===== config.mk =====
export PLATFORM = sky130hd
export DESIGN_NAME = hsv_to_rgb_converter
export DESIGN_NICKNAME = d
export VERILOG_FILES = /design/src/hsv2rgb_pkg.sv /design/src/hsv2rgb_sector.sv /design/src/hsv2rgb_chroma.sv /design/src/hsv2rgb_round.sv /design/src/hsv_to_rgb_converter.sv
export SDC_FILE = /design/constraint.sdc
export NUM_CORES = 2
export LEC_CHECK = 0
export ABC_AREA = 0
export BUFFER_PORTS_ARGS = -buffer_cell sky130_fd_sc_hd__buf_2
export CORE_MARGIN = 1.5
export CORE_UTILIZATION = 51
export DETAILED_ROUTE_END_ITERATION = 10
export PLACE_DENSITY = 0.67
export SYNTH_ARGS = -nofsm -noshare
export SYNTH_HDL_FRONTEND = slang
export SYNTH_SLANG_ARGS = --single-unit

===== constraint.sdc =====
create_clock -name clock -period 7.1 [get_ports clock]
set_input_delay 2.13 -clock clock [delete_from_list [all_inputs] [get_ports clock]]
set_output_delay 2.13 -clock clock [all_outputs]
set_load 0.02 [all_outputs]

===== src/hsv2rgb_pkg.sv =====
`timescale 1ns / 1ps
`default_nettype none
package hsv2rgb_pkg;

   localparam int HUE_W  = 9;
   localparam int BYTE_W = 8;
   localparam int K_W    = 6;
   localparam int PROD_W = 16;
   localparam int AX_W   = 23;
   localparam int AM_W   = 17;
   localparam int QUO_W  = 9;

   localparam int SECTOR_DEG = 60;
   localparam int FULL_SCALE = 255;

   // Divisors of the rounded quotients floor((2N + D) / (2D)).
   localparam int DEN_X = 2 * FULL_SCALE * SECTOR_DEG;
   localparam int DEN_M = 2 * FULL_SCALE;

   // Reciprocals for the constant divides; the estimate is at most one low.
   localparam int SHIFT_X   = 38;
   localparam int SHIFT_M   = 30;
   localparam int RECIP_X_W = 24;
   localparam int RECIP_M_W = 22;
   localparam logic [RECIP_X_W-1:0] RECIP_X = RECIP_X_W'((64'd1 << SHIFT_X) / DEN_X);
   localparam logic [RECIP_M_W-1:0] RECIP_M = RECIP_M_W'((64'd1 << SHIFT_M) / DEN_M);
   localparam int PX_W = AX_W + RECIP_X_W;
   localparam int PM_W = AM_W + RECIP_M_W;

   typedef enum logic [2:0] {
      SECT_RED_YEL = 3'd0,
      SECT_YEL_GRN = 3'd1,
      SECT_GRN_CYN = 3'd2,
      SECT_CYN_BLU = 3'd3,
      SECT_BLU_MAG = 3'd4,
      SECT_MAG_RED = 3'd5
   } sector_type;

   typedef struct packed {
      logic       valid;
      logic       hue_ok;
      sector_type sector;
   } ctrl_type;

endpackage
`default_nettype wire


===== src/hsv2rgb_sector.sv =====
`timescale 1ns / 1ps
`default_nettype none
module hsv2rgb_sector (
   input  wire logic                              clock,
   input  wire logic                              reset,
   input  wire logic                              accept,
   input  wire logic [hsv2rgb_pkg::HUE_W-1:0]     hue,
   input  wire logic [hsv2rgb_pkg::BYTE_W-1:0]    saturation,
   input  wire logic [hsv2rgb_pkg::BYTE_W-1:0]    brightness,
   output hsv2rgb_pkg::ctrl_type                  ctrl_out,
   output logic [hsv2rgb_pkg::K_W-1:0]            k_out,
   output logic [hsv2rgb_pkg::BYTE_W-1:0]         sat_out,
   output logic [hsv2rgb_pkg::BYTE_W-1:0]         bri_out
);

   hsv2rgb_pkg::ctrl_type                  ctrl_ff, ctrl_in;
   logic [hsv2rgb_pkg::K_W-1:0]            k_ff, k_in;
   logic [hsv2rgb_pkg::BYTE_W-1:0]         sat_ff, bri_ff;
   logic [hsv2rgb_pkg::HUE_W-1:0]          base;
   logic [hsv2rgb_pkg::HUE_W-1:0]          offset;
   logic [hsv2rgb_pkg::K_W-1:0]            offset_k;
   logic                                   odd;

   always_comb begin
      ctrl_in.valid  = accept;
      ctrl_in.hue_ok = 1'b1;
      ctrl_in.sector = hsv2rgb_pkg::SECT_RED_YEL;
      base           = '0;
      odd            = 1'b0;
      priority if (hue < hsv2rgb_pkg::HUE_W'(hsv2rgb_pkg::SECTOR_DEG)) begin
         ctrl_in.sector = hsv2rgb_pkg::SECT_RED_YEL;
      end else if (hue < hsv2rgb_pkg::HUE_W'(2 * hsv2rgb_pkg::SECTOR_DEG)) begin
         ctrl_in.sector = hsv2rgb_pkg::SECT_YEL_GRN;
         base           = hsv2rgb_pkg::HUE_W'(hsv2rgb_pkg::SECTOR_DEG);
         odd            = 1'b1;
      end else if (hue < hsv2rgb_pkg::HUE_W'(3 * hsv2rgb_pkg::SECTOR_DEG)) begin
         ctrl_in.sector = hsv2rgb_pkg::SECT_GRN_CYN;
         base           = hsv2rgb_pkg::HUE_W'(2 * hsv2rgb_pkg::SECTOR_DEG);
      end else if (hue < hsv2rgb_pkg::HUE_W'(4 * hsv2rgb_pkg::SECTOR_DEG)) begin
         ctrl_in.sector = hsv2rgb_pkg::SECT_CYN_BLU;
         base           = hsv2rgb_pkg::HUE_W'(3 * hsv2rgb_pkg::SECTOR_DEG);
         odd            = 1'b1;
      end else if (hue < hsv2rgb_pkg::HUE_W'(5 * hsv2rgb_pkg::SECTOR_DEG)) begin
         ctrl_in.sector = hsv2rgb_pkg::SECT_BLU_MAG;
         base           = hsv2rgb_pkg::HUE_W'(4 * hsv2rgb_pkg::SECTOR_DEG);
      end else if (hue < hsv2rgb_pkg::HUE_W'(6 * hsv2rgb_pkg::SECTOR_DEG)) begin
         ctrl_in.sector = hsv2rgb_pkg::SECT_MAG_RED;
         base           = hsv2rgb_pkg::HUE_W'(5 * hsv2rgb_pkg::SECTOR_DEG);
         odd            = 1'b1;
      end else begin
         ctrl_in.hue_ok = 1'b0;
      end
      offset   = hue - base;
      offset_k = offset[hsv2rgb_pkg::K_W-1:0];
      // The secondary weight rises through even sectors and falls through odd ones.
      k_in     = odd ? (hsv2rgb_pkg::K_W'(hsv2rgb_pkg::SECTOR_DEG) - offset_k) : offset_k;
   end

   always_ff @(posedge clock) begin
      if (reset) begin
         ctrl_ff.valid <= 1'b0;
      end else begin
         ctrl_ff.valid <= ctrl_in.valid;
      end
      ctrl_ff.hue_ok <= ctrl_in.hue_ok;
      ctrl_ff.sector <= ctrl_in.sector;
      k_ff           <= k_in;
      sat_ff         <= saturation;
      bri_ff         <= brightness;
   end

   assign ctrl_out = ctrl_ff;
   assign k_out    = k_ff;
   assign sat_out  = sat_ff;
   assign bri_out  = bri_ff;

endmodule
`default_nettype wire


===== src/hsv2rgb_chroma.sv =====
`timescale 1ns / 1ps
`default_nettype none
module hsv2rgb_chroma (
   input  wire logic                              clock,
   input  wire logic                              reset,
   input  wire hsv2rgb_pkg::ctrl_type             ctrl_in_s,
   input  wire logic [hsv2rgb_pkg::K_W-1:0]       k,
   input  wire logic [hsv2rgb_pkg::BYTE_W-1:0]    saturation,
   input  wire logic [hsv2rgb_pkg::BYTE_W-1:0]    brightness,
   output hsv2rgb_pkg::ctrl_type                  ctrl_out,
   output logic [hsv2rgb_pkg::AX_W-1:0]           ax_out,
   output logic [hsv2rgb_pkg::AM_W-1:0]           am_out,
   output logic [hsv2rgb_pkg::BYTE_W-1:0]         bri_out
);

   // First stage: the two 8 by 8 products.
   hsv2rgb_pkg::ctrl_type                  ctrl_a_ff;
   logic [hsv2rgb_pkg::PROD_W-1:0]         vm_ff, vm_in;
   logic [hsv2rgb_pkg::PROD_W-1:0]         vs_ff, vs_in;
   logic [hsv2rgb_pkg::K_W-1:0]            k_ff;
   logic [hsv2rgb_pkg::BYTE_W-1:0]         bri_a_ff;

   // Second stage: the doubled numerators with the rounding half added.
   hsv2rgb_pkg::ctrl_type                  ctrl_b_ff;
   logic [hsv2rgb_pkg::AX_W-1:0]           ax_ff, ax_in;
   logic [hsv2rgb_pkg::AM_W-1:0]           am_ff, am_in;
   logic [hsv2rgb_pkg::BYTE_W-1:0]         bri_b_ff;
   logic [hsv2rgb_pkg::AX_W-1:0]           numx;

   always_comb begin
      vm_in = hsv2rgb_pkg::PROD_W'(brightness)
            * hsv2rgb_pkg::PROD_W'(hsv2rgb_pkg::BYTE_W'(hsv2rgb_pkg::FULL_SCALE) - saturation);
      vs_in = hsv2rgb_pkg::PROD_W'(brightness) * hsv2rgb_pkg::PROD_W'(saturation);
   end

   always_comb begin
      numx  = hsv2rgb_pkg::AX_W'(vm_ff) * hsv2rgb_pkg::AX_W'(hsv2rgb_pkg::SECTOR_DEG)
            + hsv2rgb_pkg::AX_W'(vs_ff) * hsv2rgb_pkg::AX_W'(k_ff);
      ax_in = {numx[hsv2rgb_pkg::AX_W-2:0], 1'b0}
            + hsv2rgb_pkg::AX_W'(hsv2rgb_pkg::DEN_X / 2);
      am_in = {vm_ff, 1'b0} + hsv2rgb_pkg::AM_W'(hsv2rgb_pkg::DEN_M / 2);
   end

   always_ff @(posedge clock) begin
      if (reset) begin
         ctrl_a_ff.valid <= 1'b0;
         ctrl_b_ff.valid <= 1'b0;
      end else begin
         ctrl_a_ff.valid <= ctrl_in_s.valid;
         ctrl_b_ff.valid <= ctrl_a_ff.valid;
      end
      ctrl_a_ff.hue_ok <= ctrl_in_s.hue_ok;
      ctrl_a_ff.sector <= ctrl_in_s.sector;
      vm_ff            <= vm_in;
      vs_ff            <= vs_in;
      k_ff             <= k;
      bri_a_ff         <= brightness;
      ctrl_b_ff.hue_ok <= ctrl_a_ff.hue_ok;
      ctrl_b_ff.sector <= ctrl_a_ff.sector;
      ax_ff            <= ax_in;
      am_ff            <= am_in;
      bri_b_ff         <= bri_a_ff;
   end

   assign ctrl_out = ctrl_b_ff;
   assign ax_out   = ax_ff;
   assign am_out   = am_ff;
   assign bri_out  = bri_b_ff;

endmodule
`default_nettype wire


===== src/hsv2rgb_round.sv =====
`timescale 1ns / 1ps
`default_nettype none
module hsv2rgb_round (
   input  wire logic                              clock,
   input  wire logic                              reset,
   input  wire hsv2rgb_pkg::ctrl_type             ctrl_in_s,
   input  wire logic [hsv2rgb_pkg::AX_W-1:0]      ax,
   input  wire logic [hsv2rgb_pkg::AM_W-1:0]      am,
   input  wire logic [hsv2rgb_pkg::BYTE_W-1:0]    brightness,
   output hsv2rgb_pkg::ctrl_type                  ctrl_out,
   output logic [hsv2rgb_pkg::BYTE_W-1:0]         xm_out,
   output logic [hsv2rgb_pkg::BYTE_W-1:0]         mm_out,
   output logic [hsv2rgb_pkg::BYTE_W-1:0]         bri_out
);

   hsv2rgb_pkg::ctrl_type                  ctrl_a_ff;
   logic [hsv2rgb_pkg::PX_W-1:0]           px_ff, px_in;
   logic [hsv2rgb_pkg::PM_W-1:0]           pm_ff, pm_in;
   logic [hsv2rgb_pkg::AX_W-1:0]           ax_ff;
   logic [hsv2rgb_pkg::AM_W-1:0]           am_ff;
   logic [hsv2rgb_pkg::BYTE_W-1:0]         bri_a_ff;

   hsv2rgb_pkg::ctrl_type                  ctrl_b_ff;
   logic [hsv2rgb_pkg::BYTE_W-1:0]         xm_ff, xm_in;
   logic [hsv2rgb_pkg::BYTE_W-1:0]         mm_ff, mm_in;
   logic [hsv2rgb_pkg::BYTE_W-1:0]         bri_b_ff;

   logic [hsv2rgb_pkg::QUO_W-1:0]          qx, qm;
   logic [hsv2rgb_pkg::AX_W-1:0]           rx;
   logic [hsv2rgb_pkg::AM_W-1:0]           rm;

   always_comb begin
      px_in = hsv2rgb_pkg::PX_W'(ax) * hsv2rgb_pkg::PX_W'(hsv2rgb_pkg::RECIP_X);
      pm_in = hsv2rgb_pkg::PM_W'(am) * hsv2rgb_pkg::PM_W'(hsv2rgb_pkg::RECIP_M);
   end

   // The reciprocal estimate can fall one short; the remainder check fixes it.
   always_comb begin
      qx    = px_ff[hsv2rgb_pkg::SHIFT_X +: hsv2rgb_pkg::QUO_W];
      qm    = pm_ff[hsv2rgb_pkg::SHIFT_M +: hsv2rgb_pkg::QUO_W];
      rx    = ax_ff - hsv2rgb_pkg::AX_W'(qx) * hsv2rgb_pkg::AX_W'(hsv2rgb_pkg::DEN_X);
      rm    = am_ff - hsv2rgb_pkg::AM_W'(qm) * hsv2rgb_pkg::AM_W'(hsv2rgb_pkg::DEN_M);
      xm_in = (rx >= hsv2rgb_pkg::AX_W'(hsv2rgb_pkg::DEN_X))
            ? hsv2rgb_pkg::BYTE_W'(qx + hsv2rgb_pkg::QUO_W'(1))
            : hsv2rgb_pkg::BYTE_W'(qx);
      mm_in = (rm >= hsv2rgb_pkg::AM_W'(hsv2rgb_pkg::DEN_M))
            ? hsv2rgb_pkg::BYTE_W'(qm + hsv2rgb_pkg::QUO_W'(1))
            : hsv2rgb_pkg::BYTE_W'(qm);
   end

   always_ff @(posedge clock) begin
      if (reset) begin
         ctrl_a_ff.valid <= 1'b0;
         ctrl_b_ff.valid <= 1'b0;
      end else begin
         ctrl_a_ff.valid <= ctrl_in_s.valid;
         ctrl_b_ff.valid <= ctrl_a_ff.valid;
      end
      ctrl_a_ff.hue_ok <= ctrl_in_s.hue_ok;
      ctrl_a_ff.sector <= ctrl_in_s.sector;
      px_ff            <= px_in;
      pm_ff            <= pm_in;
      ax_ff            <= ax;
      am_ff            <= am;
      bri_a_ff         <= brightness;
      ctrl_b_ff.hue_ok <= ctrl_a_ff.hue_ok;
      ctrl_b_ff.sector <= ctrl_a_ff.sector;
      xm_ff            <= xm_in;
      mm_ff            <= mm_in;
      bri_b_ff         <= bri_a_ff;
   end

   assign ctrl_out = ctrl_b_ff;
   assign xm_out   = xm_ff;
   assign mm_out   = mm_ff;
   assign bri_out  = bri_b_ff;

endmodule
`default_nettype wire


===== src/hsv_to_rgb_converter.sv =====
`timescale 1ns / 1ps
`default_nettype none
// Throughput: one pixel word per cycle; busy stays low, so start may be held high.
// Stages: sector decode, two 8x8 products, numerator sums, reciprocal multiplies,
// quotient correction, channel select into the output register.
// Reset clears the valid bits of every stage; words in flight are dropped.
// The receiver cannot stall: each result shows for one cycle with rsp_strobe.
module hsv_to_rgb_converter (
   input  wire logic                              clock,
   input  wire logic                              reset,
   input  wire logic                              start,
   output logic                                   busy,
   input  wire logic [hsv2rgb_pkg::HUE_W-1:0]     req_hue,
   input  wire logic [hsv2rgb_pkg::BYTE_W-1:0]    req_saturation,
   input  wire logic [hsv2rgb_pkg::BYTE_W-1:0]    req_brightness,
   output logic                                   rsp_strobe,
   output logic [hsv2rgb_pkg::BYTE_W-1:0]         rsp_red_out,
   output logic [hsv2rgb_pkg::BYTE_W-1:0]         rsp_green_out,
   output logic [hsv2rgb_pkg::BYTE_W-1:0]         rsp_blue_out
);

   logic                                   accept;
   hsv2rgb_pkg::ctrl_type                  ctrl_s1, ctrl_s3, ctrl_s5;
   logic [hsv2rgb_pkg::K_W-1:0]            k_s1;
   logic [hsv2rgb_pkg::BYTE_W-1:0]         sat_s1, bri_s1, bri_s3, bri_s5;
   logic [hsv2rgb_pkg::AX_W-1:0]           ax_s3;
   logic [hsv2rgb_pkg::AM_W-1:0]           am_s3;
   logic [hsv2rgb_pkg::BYTE_W-1:0]         xm_s5, mm_s5;

   logic                                   strobe_ff;
   logic [hsv2rgb_pkg::BYTE_W-1:0]         red_ff, red_in;
   logic [hsv2rgb_pkg::BYTE_W-1:0]         green_ff, green_in;
   logic [hsv2rgb_pkg::BYTE_W-1:0]         blue_ff, blue_in;

   assign busy   = 1'b0;
   assign accept = start & ~busy;

   hsv2rgb_sector u_sector (
      .clock      (clock),
      .reset      (reset),
      .accept     (accept),
      .hue        (req_hue),
      .saturation (req_saturation),
      .brightness (req_brightness),
      .ctrl_out   (ctrl_s1),
      .k_out      (k_s1),
      .sat_out    (sat_s1),
      .bri_out    (bri_s1)
   );

   hsv2rgb_chroma u_chroma (
      .clock      (clock),
      .reset      (reset),
      .ctrl_in_s  (ctrl_s1),
      .k          (k_s1),
      .saturation (sat_s1),
      .brightness (bri_s1),
      .ctrl_out   (ctrl_s3),
      .ax_out     (ax_s3),
      .am_out     (am_s3),
      .bri_out    (bri_s3)
   );

   hsv2rgb_round u_round (
      .clock      (clock),
      .reset      (reset),
      .ctrl_in_s  (ctrl_s3),
      .ax         (ax_s3),
      .am         (am_s3),
      .brightness (bri_s3),
      .ctrl_out   (ctrl_s5),
      .xm_out     (xm_s5),
      .mm_out     (mm_s5),
      .bri_out    (bri_s5)
   );

   // A hue past the last sector gives black.
   always_comb begin
      red_in   = '0;
      green_in = '0;
      blue_in  = '0;
      if (ctrl_s5.hue_ok) begin
         unique case (ctrl_s5.sector)
            hsv2rgb_pkg::SECT_RED_YEL: begin
               red_in = bri_s5; green_in = xm_s5;  blue_in = mm_s5;
            end
            hsv2rgb_pkg::SECT_YEL_GRN: begin
               red_in = xm_s5;  green_in = bri_s5; blue_in = mm_s5;
            end
            hsv2rgb_pkg::SECT_GRN_CYN: begin
               red_in = mm_s5;  green_in = bri_s5; blue_in = xm_s5;
            end
            hsv2rgb_pkg::SECT_CYN_BLU: begin
               red_in = mm_s5;  green_in = xm_s5;  blue_in = bri_s5;
            end
            hsv2rgb_pkg::SECT_BLU_MAG: begin
               red_in = xm_s5;  green_in = mm_s5;  blue_in = bri_s5;
            end
            hsv2rgb_pkg::SECT_MAG_RED: begin
               red_in = bri_s5; green_in = mm_s5;  blue_in = xm_s5;
            end
            default: begin
               red_in = '0;     green_in = '0;     blue_in = '0;
            end
         endcase
      end
   end

   always_ff @(posedge clock) begin
      if (reset) begin
         strobe_ff <= 1'b0;
      end else begin
         strobe_ff <= ctrl_s5.valid;
      end
      red_ff   <= red_in;
      green_ff <= green_in;
      blue_ff  <= blue_in;
   end

   assign rsp_strobe    = strobe_ff;
   assign rsp_red_out   = red_ff;
   assign rsp_green_out = green_ff;
   assign rsp_blue_out  = blue_ff;

endmodule
`default_nettype wire


==> results.cfg <==
[sta]
final-setup-viol-count = 0
worst_pin_slew_ns = 0.8895
period_share_pct = 92.33
fin_worst_skew_ns = 0.02755
fin_crit_ns = 6.555
fmax_mhz = 152.5
hold_viol_final = 0
rsz0062_at_grt = no
slew_headroom_pct = 40.62
slew_viol_final = 0
final.setup.tns_ns = 0

[placement]
gp_congestion = 0.8823
hpwl_um = 50760
io_buffer_count = 52

[worst_setup_path]
r2r_end = u_chroma.ax_out[22]
crit_start = u_chroma.vm_ff[2]
reg2reg_slack_ns = 0.54
worstRegToRegCells = 26
r2r-start = u_chroma.vm_ff[2]
path_class = reg2reg
cp_max_fo = 8
crit_arrival_ns = 7.01
end_kind = flop
cp.required_ns = 7.55
critPathCapture = u_chroma.ax_out[22]
startpoint_type = flop

[synthesis]
synth_seq_cells = 250
ys_warn_count = 0
synth_top_area_share_pct = 25.16
async_flop_share_pct = 0
synthFlopType = dfxtp_1
avgSynthCellArea_sq_um = 9.530
synth_edf_count = 0
synth_area_sq_um = 28960
ys_types = 71
synthCells = 3039
syn-num-nets = 3955
yosysTopAreaCell = fa_1
synthTopCellsByArea = fa_1 25%, ha_1 23%, dfxtp_1 17%
yosysSeqAreaShare_pct = 17.28

[drt]
vias = 20320
drc = 0
firstDrtPassIters = 5
drtIter0Drc = 1021
viasPerCell = 5.248
wl_um = 61590
final_antenna_net_count = 0
post_drt_wl_per_cell_um = 15.91

[grt]
first_global_vias = 21010
antenna_found_initial = 2
grt_max_degree = 58
overflow = 0
grt_use_total_pct = 21.85
grt_pass1_wl_um = 102500

[run_status]
status = completed

[floorplan]
initial_core_util_pct = 51.46
coreArea_sq_um = 56280
die-area_sq_um = 58220
dieWidth_um = 241.3
ios = 54
core.rowCount = 87
die_height_um = 241.3

[cells_and_area]
final_common_cell = inv_1
layout.nets = 4010
layout_common_cells = 616 x inv_1, 524 x ha_1, 364 x fa_1, 249 x dfxtp_1, 188 x nand2_1
area_growth_pct = 7.470
drive_gt1_share_pct = 4.526
fillers = 4957

[worst_hold_path]
holdCritStartpoint = u_chroma.bri_out[0]
hp-class = reg2reg

[clock_tree]
ctsHtreeMaxLevel = 1
cts.sinks = 250
root_buffer = clkbuf_16
path_clk_slew_ns = 0.06
hold_buffers = 0
clkLatencyLatePin_ns = 0.59
clock_path_buffers = 3
cts_tree = yes
cts_buffers = 28

[flow_run]
drv_cap = 0
state kept, by name, indices dropped and copies added (netlist names), 9 cells and up:
name	cells
u_chroma.vs_ff	16
u_round.ax_ff	20
u_round.px_ff	9
u_round.am_ff	9
u_round.pm_ff	16
u_chroma.vm_ff	16
u_chroma.ax_out	22
u_chroma.am_out	16
worst max-delay path, stage by stage, from the launching register on:
cell and delay (ns):
dfxtp_1 0.41, inv_1 0.17, fa_1 0.52, fa_1 0.52
inv_1 0.04, ha_1 0.32, nor2b_1 0.14, o21ai_0 0.20
a21boi_0 0.12, o21ai_0 0.21, a21boi_0 0.14, o21ai_0 0.24
a21oi_1 0.15, nor2_1 0.13, xnor2_1 0.17, fa_1 0.46
ha_1 0.43, a21o_1 0.20, a21oi_1 0.22, o311ai_1 0.20
and2_1 0.21, a211oi_1 0.44, o21bai_1 0.11, a21o_1 0.20
xnor2_1 0.13, xnor2_1 0.26, xnor2_1 0.11
cell type report:
cell class	count	area (sq um)	area share, %
well taps	756	945.9	3.039
flip-flops and latches	250	5006	16.08
inverters	616	2312	7.429
repair buffers	73	417.9	1.343
clock buffers	34	763.2	2.452
clock inverters	17	211.5	0.6794
diodes	1	2.502	0.008040
multi-input cells	2125	21460	68.96
worst min path at each step:
stage	end	slack [ns]	cells past startpoint
after detailed placement	u_chroma.k_ff[1]	0.31	0
after global placement	u_round.ctrl_a_ff[1]	0.31	0
final	u_round.bri_a_ff[0]	0.32	0
after global routing	u_round.bri_out[6]	0.33	0
after CTS	u_round.bri_out[6]	0.33	0
after floorplan	u_chroma.bri_out[0]	0.31	0
layer usage:
| metal | wire (um) | GRT usage (%) |
|---|---|---|
| met2 | 29740 | 37.15 |
| met1 | 27770 | 29.36 |
| met5 | 13 | 0 |
| met4 | 1490 | 5.511 |
| met3 | 2568 | 2.963 |
kinds of logic after synthesis:
logic type / count (synthesis) / share of synthesized area, %
other: 1 / 0.01295
muxes: 20 / 0.7345
xor gates and xnor gates: 155 / 4.735
buffers and inverters: 664 / 8.632
AOI/OAI and AO/OA: 436 / 9.699
and+or+nand+nor: 625 / 11.10
adders and majority gates: 888 / 47.80
DFF: 250 / 17.28
cell usage after synthesis, types with 9 or more instances:
| library cell | number |
|---|---|
| nand3b_1 | 11 |
| nand4_1 | 16 |
| nor2b_1 | 100 |
| o211ai_1 | 14 |
| ha_1 | 524 |
| nor2_1 | 84 |
| a21oi_1 | 121 |
| a21o_1 | 45 |
| xor2_1 | 48 |
| clkbuf_1 | 44 |
| o21a_1 | 17 |
| nor3_1 | 27 |
| mux2i_1 | 19 |
| dfxtp_1 | 250 |
| and2_1 | 65 |
| fa_1 | 364 |
| o311a_1 | 10 |
| inv_1 | 616 |
| o21ai_0 | 104 |
| a211oi_1 | 24 |
| or3_1 | 9 |
| nand2b_1 | 56 |
| nand3_1 | 31 |
| xnor2_1 | 106 |
| nand2_1 | 188 |
| a31oi_1 | 12 |
| a21boi_0 | 14 |
| and3_1 | 11 |
| o21bai_1 | 10 |
through the flow:
stage / area [sq um] / hold slack (ns) / cells / util (%) / setup WS (ns)
final: 31120 / 0.3239 / 3872 / 55.30 / 0.5447
after global routing: 31120 / 0.3310 / 3872 / 55.30 / 0.05967
after CTS: 31110 / 0.3265 / 3871 / 55.28 / 0.3141
after detailed placement: 30140 / 0.3121 / 3820 / 53.55 / 0.3616
after global placement: 30140 / 0.3096 / 3820 / 53.55 / 0.4455
after floorplan: 28960 / 0.3096 / 3039 / - / 1.123
what timing repair did:
action                                  in CTS  in global routing
gates resized for setup                      0                  3
buffers inserted                             0                  0
endpoints found under the setup margin       0                  8
Power is left out: the tool's default activity adds up to more than one toggle a clock period on the data nets, which glitch-free logic cannot reach.
